File: config.mk
export PLATFORM = sky130hd
export DESIGN_NAME = entropy_to_mnemonic_index_encoder
export DESIGN_NICKNAME = d
export VERILOG_FILES = /design/src/rtl/core/emie_pkg.sv /design/src/rtl/core/emie_ctrl.sv /design/src/rtl/core/emie_dp.sv /design/src/rtl/core/entropy_to_mnemonic_index_encoder.sv
export SDC_FILE = /design/constraint.sdc
export NUM_CORES = 2
export LEC_CHECK = 0
export BUFFER_PORTS_ARGS = -buffer_cell sky130_fd_sc_hd__buf_2
export CORE_MARGIN = 2
export CORE_UTILIZATION = 60
export CTS_CLUSTER_SIZE = 14
export DETAILED_ROUTE_END_ITERATION = 6
export MAX_ROUTING_LAYER = met4
export PLACE_DENSITY_LB_ADDON = 0.08
export SLEW_MARGIN = 10
export SYNTH_ARGS = -nofsm -noshare
export SYNTH_HDL_FRONTEND = slang
export SYNTH_HIERARCHICAL = 1
export SYNTH_SLANG_ARGS = --single-unit
File: constraint.sdc
create_clock -name i_clk -period 32.9 [get_ports i_clk]
set_input_delay 0 -clock i_clk [delete_from_list [all_inputs] [get_ports i_clk]]
set_output_delay 0 -clock i_clk [all_outputs]
set_load 0.01 [all_outputs]
File: src/rtl/core/emie_pkg.sv
package emie_pkg;

    localparam int unsigned WORD_W  = 32;
    localparam int unsigned INDEX_W = 11;
    localparam int unsigned ROUNDS  = 64;

    typedef logic [WORD_W-1:0] t_word;

    typedef struct packed {
        logic load_byte;
        logic hash_start;
        logic round_step;
        logic hash_finish;
        logic emit_step;
        logic emit_clear;
    } t_cmd;

    typedef struct packed {
        logic round_last;
        logic emit_last;
    } t_status;

    localparam t_word ROUND_K [ROUNDS] = '{
        32'h428a2f98, 32'h71374491, 32'hb5c0fbcf, 32'he9b5dba5,
        32'h3956c25b, 32'h59f111f1, 32'h923f82a4, 32'hab1c5ed5,
        32'hd807aa98, 32'h12835b01, 32'h243185be, 32'h550c7dc3,
        32'h72be5d74, 32'h80deb1fe, 32'h9bdc06a7, 32'hc19bf174,
        32'he49b69c1, 32'hefbe4786, 32'h0fc19dc6, 32'h240ca1cc,
        32'h2de92c6f, 32'h4a7484aa, 32'h5cb0a9dc, 32'h76f988da,
        32'h983e5152, 32'ha831c66d, 32'hb00327c8, 32'hbf597fc7,
        32'hc6e00bf3, 32'hd5a79147, 32'h06ca6351, 32'h14292967,
        32'h27b70a85, 32'h2e1b2138, 32'h4d2c6dfc, 32'h53380d13,
        32'h650a7354, 32'h766a0abb, 32'h81c2c92e, 32'h92722c85,
        32'ha2bfe8a1, 32'ha81a664b, 32'hc24b8b70, 32'hc76c51a3,
        32'hd192e819, 32'hd6990624, 32'hf40e3585, 32'h106aa070,
        32'h19a4c116, 32'h1e376c08, 32'h2748774c, 32'h34b0bcb5,
        32'h391c0cb3, 32'h4ed8aa4a, 32'h5b9cca4f, 32'h682e6ff3,
        32'h748f82ee, 32'h78a5636f, 32'h84c87814, 32'h8cc70208,
        32'h90befffa, 32'ha4506ceb, 32'hbef9a3f7, 32'hc67178f2
    };

    localparam t_word INIT_H [8] = '{
        32'h6a09e667, 32'hbb67ae85, 32'h3c6ef372, 32'ha54ff53a,
        32'h510e527f, 32'h9b05688c, 32'h1f83d9ab, 32'h5be0cd19
    };

    function automatic t_word rotr(input t_word x, input int unsigned n);
        rotr = (x >> n) | (x << (WORD_W - n));
    endfunction

endpackage

File: src/rtl/core/emie_ctrl.sv
module emie_ctrl (
    input  logic              i_clk,
    input  logic              i_rst_n,
    input  logic              i_valid,
    output logic              o_stall,
    output logic              o_valid,
    input  logic              i_stall,
    input  logic              i_cfg_we,
    input  logic              i_load_done,
    input  emie_pkg::t_status i_status,
    output emie_pkg::t_cmd    o_cmd
);

    typedef enum logic [2:0] {
        S_LOAD,
        S_INIT,
        S_ROUND,
        S_FINISH,
        S_EMIT
    } t_state;

    t_state r_state, n_state;

    logic in_take, out_take;

    assign o_stall  = (r_state != S_LOAD);
    assign o_valid  = (r_state == S_EMIT);
    assign in_take  = i_valid && !o_stall;
    assign out_take = o_valid && !i_stall;

    always_comb begin
        o_cmd = '0;
        o_cmd.load_byte   = in_take;
        o_cmd.hash_start  = (r_state == S_INIT);
        o_cmd.round_step  = (r_state == S_ROUND);
        o_cmd.hash_finish = (r_state == S_FINISH);
        o_cmd.emit_step   = out_take;
        o_cmd.emit_clear  = i_cfg_we;
    end

    always_comb begin
        n_state = r_state;
        unique case (r_state)
            S_LOAD:   if (in_take && i_load_done && !i_cfg_we) n_state = S_INIT;
            S_INIT:   n_state = S_ROUND;
            S_ROUND:  if (i_status.round_last) n_state = S_FINISH;
            S_FINISH: n_state = S_EMIT;
            S_EMIT:   if (out_take && i_status.emit_last) n_state = S_LOAD;
            default:  n_state = S_LOAD;
        endcase
    end

    always_ff @(posedge i_clk) begin
        if (!i_rst_n) begin
            r_state <= S_LOAD;
        end else begin
            r_state <= n_state;
        end
    end

    a_no_take_busy: assert property (@(posedge i_clk) disable iff (!i_rst_n)
        (r_state != S_LOAD) |-> !in_take)
        else $error("input taken while busy");
    a_round_to_finish: assert property (@(posedge i_clk) disable iff (!i_rst_n)
        (r_state == S_ROUND && i_status.round_last) |=> (r_state == S_FINISH))
        else $error("round end missed");
    a_emit_hold: assert property (@(posedge i_clk) disable iff (!i_rst_n)
        (o_valid && i_stall) |=> o_valid)
        else $error("result dropped under stall");

endmodule

File: src/rtl/core/emie_dp.sv
module emie_dp #(
    parameter int unsigned MAX_ENTROPY_BYTES = 32
) (
    input  logic                           i_clk,
    input  logic                           i_rst_n,
    input  logic [3:0]                     i_entropy_words,
    input  logic [7:0]                     i_entropy_byte,
    input  emie_pkg::t_cmd                 i_cmd,
    output logic                           o_load_done,
    output emie_pkg::t_status              o_status,
    output logic [emie_pkg::INDEX_W-1:0]   o_word_index,
    output logic                           o_last_word
);

    localparam int unsigned CAP_RAW = MAX_ENTROPY_BYTES / 4;
    localparam int unsigned CAP     = (CAP_RAW > 8) ? 8 : CAP_RAW;
    localparam int unsigned BITS    = 8 * 32 + 8;
    localparam int unsigned POS_W   = $clog2(BITS);

    logic [3:0] words;
    logic [5:0] nbytes;
    logic [4:0] nidx;

    always_comb begin
        words = i_entropy_words;
        if (words < 4'd4) words = 4'd4;
        if (words > 4'(CAP)) words = 4'(CAP);
        nbytes = {words, 2'b00};
        nidx   = 5'(words * 3);
    end

    logic [5:0] r_bytes_loaded;
    logic [7:0] r_ent [32];
    logic [BITS-1:0] r_bits;
    emie_pkg::t_word r_h [8];
    emie_pkg::t_word r_v [8];
    emie_pkg::t_word r_w [16];
    logic [5:0] r_round;
    logic [POS_W-1:0] r_pos;
    logic [4:0] r_emit;

    assign o_load_done = (r_bytes_loaded + 6'd1 == nbytes);

    always_ff @(posedge i_clk) begin
        if (!i_rst_n) begin
            r_bytes_loaded <= '0;
        end else if (i_cmd.emit_clear) begin
            r_bytes_loaded <= '0;
        end else if (i_cmd.load_byte) begin
            r_bytes_loaded <= o_load_done ? 6'd0 : r_bytes_loaded + 6'd1;
        end
    end

    always_ff @(posedge i_clk) begin
        if (i_cmd.load_byte) r_ent[r_bytes_loaded[4:0]] <= i_entropy_byte;
    end

    emie_pkg::t_word wt, g0, g1, s0, s1, ch, maj, t1, t2, wa, wb;

    always_comb begin
        wa = r_w[1];
        wb = r_w[14];
        g0 = emie_pkg::rotr(wa, 7) ^ emie_pkg::rotr(wa, 18) ^ (wa >> 3);
        g1 = emie_pkg::rotr(wb, 17) ^ emie_pkg::rotr(wb, 19) ^ (wb >> 10);
        wt = r_w[0];
        s1 = emie_pkg::rotr(r_v[4], 6) ^ emie_pkg::rotr(r_v[4], 11)
           ^ emie_pkg::rotr(r_v[4], 25);
        ch = (r_v[4] & r_v[5]) ^ (~r_v[4] & r_v[6]);
        t1 = r_v[7] + s1 + ch + emie_pkg::ROUND_K[r_round] + wt;
        s0 = emie_pkg::rotr(r_v[0], 2) ^ emie_pkg::rotr(r_v[0], 13)
           ^ emie_pkg::rotr(r_v[0], 22);
        maj = (r_v[0] & r_v[1]) ^ (r_v[0] & r_v[2]) ^ (r_v[1] & r_v[2]);
        t2 = s0 + maj;
    end

    assign o_status.round_last = (r_round == 6'(emie_pkg::ROUNDS - 1));
    assign o_status.emit_last  = (r_emit + 5'd1 == nidx);

    always_ff @(posedge i_clk) begin
        if (!i_rst_n) begin
            r_round <= '0;
            r_emit  <= '0;
            r_pos   <= '0;
            for (int i = 0; i < 8; i++) r_h[i] <= emie_pkg::INIT_H[i];
        end else begin
            if (i_cmd.hash_start) begin
                r_round <= '0;
                for (int i = 0; i < 8; i++) begin
                    r_v[i] <= emie_pkg::INIT_H[i];
                    r_h[i] <= emie_pkg::INIT_H[i];
                end
                for (int i = 0; i < 15; i++) begin
                    for (int b = 0; b < 4; b++) begin
                        if (4 * i + b < 32 && 6'(4 * i + b) < nbytes)
                            r_w[i][31-8*b -: 8] <= r_ent[5'(4 * i + b)];
                        else if (6'(4 * i + b) == nbytes)
                            r_w[i][31-8*b -: 8] <= 8'h80;
                        else
                            r_w[i][31-8*b -: 8] <= 8'h00;
                    end
                end
                r_w[15] <= {23'd0, nbytes, 3'd0};
                for (int i = 0; i < 32; i++) begin
                    r_bits[BITS-1-8*i -: 8] <= r_ent[i];
                end
            end
            if (i_cmd.round_step) begin
                r_round <= r_round + 6'd1;
                for (int i = 0; i < 15; i++) r_w[i] <= r_w[i+1];
                r_w[15] <= r_w[0] + g0 + g1 + r_w[9];
                r_v[7] <= r_v[6]; r_v[6] <= r_v[5]; r_v[5] <= r_v[4];
                r_v[4] <= r_v[3] + t1;
                r_v[3] <= r_v[2]; r_v[2] <= r_v[1]; r_v[1] <= r_v[0];
                r_v[0] <= t1 + t2;
            end
            if (i_cmd.hash_finish) begin
                for (int i = 0; i < 8; i++) r_h[i] <= r_h[i] + r_v[i];
                r_bits[BITS-1-8*nbytes -: 8] <= 8'(((r_h[0] + r_v[0]) >> 24));
                r_emit <= '0;
                r_pos  <= '0;
            end
            if (i_cmd.emit_step) begin
                r_emit <= r_emit + 5'd1;
                r_pos  <= r_pos + POS_W'(emie_pkg::INDEX_W);
            end
        end
    end

    assign o_word_index = r_bits[BITS-1-r_pos -: emie_pkg::INDEX_W];
    assign o_last_word  = o_status.emit_last;

endmodule

File: src/rtl/core/entropy_to_mnemonic_index_encoder.sv
// Loads 4*N entropy bytes, one per cycle (N = entropy_words, 4..8).
// After the last byte: a setup state, 64 SHA-256 rounds, a finish state,
// then 3*N indices, one per cycle while not stalled.
// Input stays stalled until the last index is taken; one round per cycle.
// Reset (synchronous, active low): register = 4, load count cleared, idle.
module entropy_to_mnemonic_index_encoder #(
    parameter int unsigned MAX_ENTROPY_BYTES = 32
) (
    input  logic        i_clk,
    input  logic        i_rst_n,
    input  logic        i_cfg_we,
    input  logic [3:0]  i_cfg_wdata,
    input  logic        i_valid,
    output logic        o_stall,
    input  logic [7:0]  i_entropy_byte,
    output logic        o_valid,
    input  logic        i_stall,
    output logic [10:0] o_word_index,
    output logic        o_last_word
);

    logic [3:0] r_entropy_words;
    logic load_done;
    emie_pkg::t_cmd cmd;
    emie_pkg::t_status status;

    always_ff @(posedge i_clk) begin
        if (!i_rst_n) begin
            r_entropy_words <= 4'd4;
        end else if (i_cfg_we) begin
            r_entropy_words <= i_cfg_wdata;
        end
    end

    emie_ctrl u_ctrl (
        .i_clk       (i_clk),
        .i_rst_n     (i_rst_n),
        .i_valid     (i_valid),
        .o_stall     (o_stall),
        .o_valid     (o_valid),
        .i_stall     (i_stall),
        .i_cfg_we    (i_cfg_we),
        .i_load_done (load_done),
        .i_status    (status),
        .o_cmd       (cmd)
    );

    emie_dp #(.MAX_ENTROPY_BYTES(MAX_ENTROPY_BYTES)) u_dp (
        .i_clk           (i_clk),
        .i_rst_n         (i_rst_n),
        .i_entropy_words (r_entropy_words),
        .i_entropy_byte  (i_entropy_byte),
        .i_cmd           (cmd),
        .o_load_done     (load_done),
        .o_status        (status),
        .o_word_index    (o_word_index),
        .o_last_word     (o_last_word)
    );

endmodule

==> impl_results.md <==
* WL per Instance at 30.3 um
* Initial antenna violation count at 9
* CP Launch Type: flip-flop
* Crit path max fanout at 29
* R2R depth at 32
* Post-synthesis sequential area ratio at 0.500
* Drt first pass iters at 6
* PwrDens at 41.9 nW/um^2
* Filler cells at 10,100
* Top cells by area, synth: edfxtp_1, mux4_2, fa_1
* Period utilisation layout at 0.299
* Worst Hold Class: input port to flip-flop
* Avg Synthesized Cell Area at 11.5 sq um
* Synth Register Bits at 1,353
* CP Data Required Time at 33.42 ns
* CP bufs+invs at 3
* Post-synthesis mux area share at 0.0967
* Number of enable flip-flop cells after synthesis at 1,288
* Commonest non-fill, non-tap cell in the layout: edfxtp_1
* Setup TNS at 0 ns
* Setup bufs post-CTS at 0
* Data arrival, critical path at 10.35 ns
* Worst IR Drop VDD at 56.8 uV
* Main combinational cell family by area after synthesis: simple AND/OR/NAND/NOR gates
* Mapped Nets at 7,384
* RSZ-0062 raised after global routing: false
* DRT iter0 DRCs at 8,550
* Post-synth ARST share at 0
* Primary FF master, synth: edfxtp_1
* Fin crit period at 9.83 ns
* TritonCTS Buffers at 144
* Post-synthesis simple-gate area fraction at 0.128
* Post_cts resized at 0
* H-tree Lvls at 4
* Largest net degree at the start of global routing at 273
* Finished Layout Cells at 8,673
* Final Net Count at 7,177
* Final wirelength at 263,000 um
* Synth Area in Compound Gates at 0.110
* Worst skew pair latency at 0.82 ns
* Total grt overflow at 0
* Worst-path clk slew at 0.06 ns
* I/O pin count at 31
* Clock Path Buffers at 3
* Max-Cap Viols at 0
* IO Port Bufs at 30
* Critical path's largest stage delay at 0.86 ns
* Die Span Y at 369 um
* Root buffer cell: clkbuf_16
* Highest Clock Rate at 0.102 GHz
* Layout cells sized above 1 at 0.0981
* Vias at 58,400
* Commonest non-fill, non-tap cells in the layout: edfxtp_1, nand2_1, nor2_1
* Die X at 369 um
* Dpl cell area at 81,100 sq um
* Cell variety after synth at 94
* Slew @ Worst Pin at 1.36 ns
* Area grow syn2layout at 7.82%
* Std cell rows at 134
* Cells after Synth at 6,988
* CP Capture Type: flip-flop
* TritonCTS clock tree: done
* Slew Viols, Final at 0
* First-pass GRT wire length at 378,000 um
* Setup violations, final at 0
* Final WS setup at 23.07 ns
* Routability cong. at 1.00
* Synth top area share at 0.483
* Slew margin rel. at 0.0898
* Number of cells on the critical path at 32
* Die ar. at 136,000 sq um
* Leak at 0.0326 uW
* DRC violations left at 0
* # clock sinks at 1,353
* Xor and xnor area share after synthesis at 0.0463
* Outcome: complete, no violations
* Pre-CTS WS at 23.35 ns
* Post-Syn Area at 80,000 sq um
* Global-route usage over all layers at 0.395
* Dpl hpwl at 183,000 um
* Detail-routed via count per cell at 6.73
* Most frequent CP cell: a21oi_1
* Initial core utilization at 0.602
* Crit-path leading delay family: compound AO/OA/AOI/OAI gates
* Synth Area in Adders at 0.0792
* Slowest-stage cell, CP: ha_1
* Setup CP Type: flip-flop to flip-flop
* Clock Skew at 0.0633 ns
* Hold Path Depth at 3
* Vias in the first global route at 54,000
* Final ANT Viol Nets at 0
* Final Hold Viols at 0
* Post-route cell area at 86,300 sq um
* Synth warn at 6
* Core box area at 133,000 sq um
* Area leader, netlist: edfxtp_1
* Dpl cells at 8,376
## per-layer routing
metal,global-route usage,vias to the layer above,wire [um]
met5,-,-,0
met4,0.144,0,10400
met3,0.105,469,33200
met2,0.536,3567,111000
met1,0.570,29100,108000
li1,-,25200,-
## worst min-delay path, delay by kind of cell
family,cells,cell delay [ns]
buf+inv,2,0.79
compound gates,1,0.17
## final cells by class
type / instances / area [sq um] / area share
diodes: 6 / 15.0 / 0.000174
clock buffers: 175 / 3760 / 0.0436
clock inverters: 89 / 1150 / 0.0133
inverters: 233 / 893 / 0.0104
multi-input cells: 4896 / 37000 / 0.429
flip-flops and latches: 1353 / 40000 / 0.464
well taps: 1768 / 2210 / 0.0256
repair buffers: 153 / 1260 / 0.0146
## cells in the mapped netlist, types with 36 or more instances
cell type     n
edfxtp_1   1288
nand2_1     897
nor2_1      431
a21oi_1     376
and3_1      341
clkbuf_1    335
xnor2_1     323
o21ai_0     295
mux2i_1     231
inv_1       224
ha_1        190
mux4_2      190
fa_1        189
a211oi_1    138
nand2b_1    132
mux2_2       98
a22o_1       97
nand3_1      97
xor2_1       95
nor3_1       91
a21o_1       84
buf_2        65
dfxtp_1      65
nor2b_1      64
o211ai_1     53
buf_1        44
buf_4        41
o22ai_1      40
a31oi_1      36
## final timing paths
check	from	end	slack [ns]
setup / recovery	u_dp/r_round[0]	u_dp/r_v[0][30]	23.07
hold / removal	i_rst_n	u_dp/r_pos[7]	0.21
setup reg to reg	u_dp/r_round[0]	u_dp/r_v[0][30]	23.07
hold reg to reg	u_dp/r_ent[18][5]	flip-flop	0.42
## per-stage QoR
stage | total power, uW | util | hold slack, ns
after floorplan | 1940 | - | 0.0619
after global placement | 1980 | 0.610 | 0.217
after detailed placement | 1980 | 0.610 | 0.228
after CTS | 3630 | 0.649 | 0.177
after global routing | 3700 | 0.649 | 0.221
final | 3620 | 0.649 | 0.208
## report_power, final
group | switching, uW | internal [uW]
sequential | 7.84 | 1870
clock | 725 | 943
combinational | 48.7 | 22.6
## what timing repair did
action / CTS / global route
setup endpoints to repair: 0 / 0
hold endpoints to repair: 351 / 0
hold buffers: 27 / 0
## logic make-up (layout without fill, tap and decap cells)
| group | count (synthesis) | in the layout |
|---|---|---|
| flops | 1353 | 1353 |
| xor+xnor | 420 | 420 |
| mux | 523 | 523 |
| simple gates | 2192 | 2192 |
| fa+ha+maj | 397 | 397 |
| buf+inv | 739 | 650 |
| other cells | 0 | 6 |
| compound gates | 1364 | 1364 |
(Power assumes the default switching activity.)
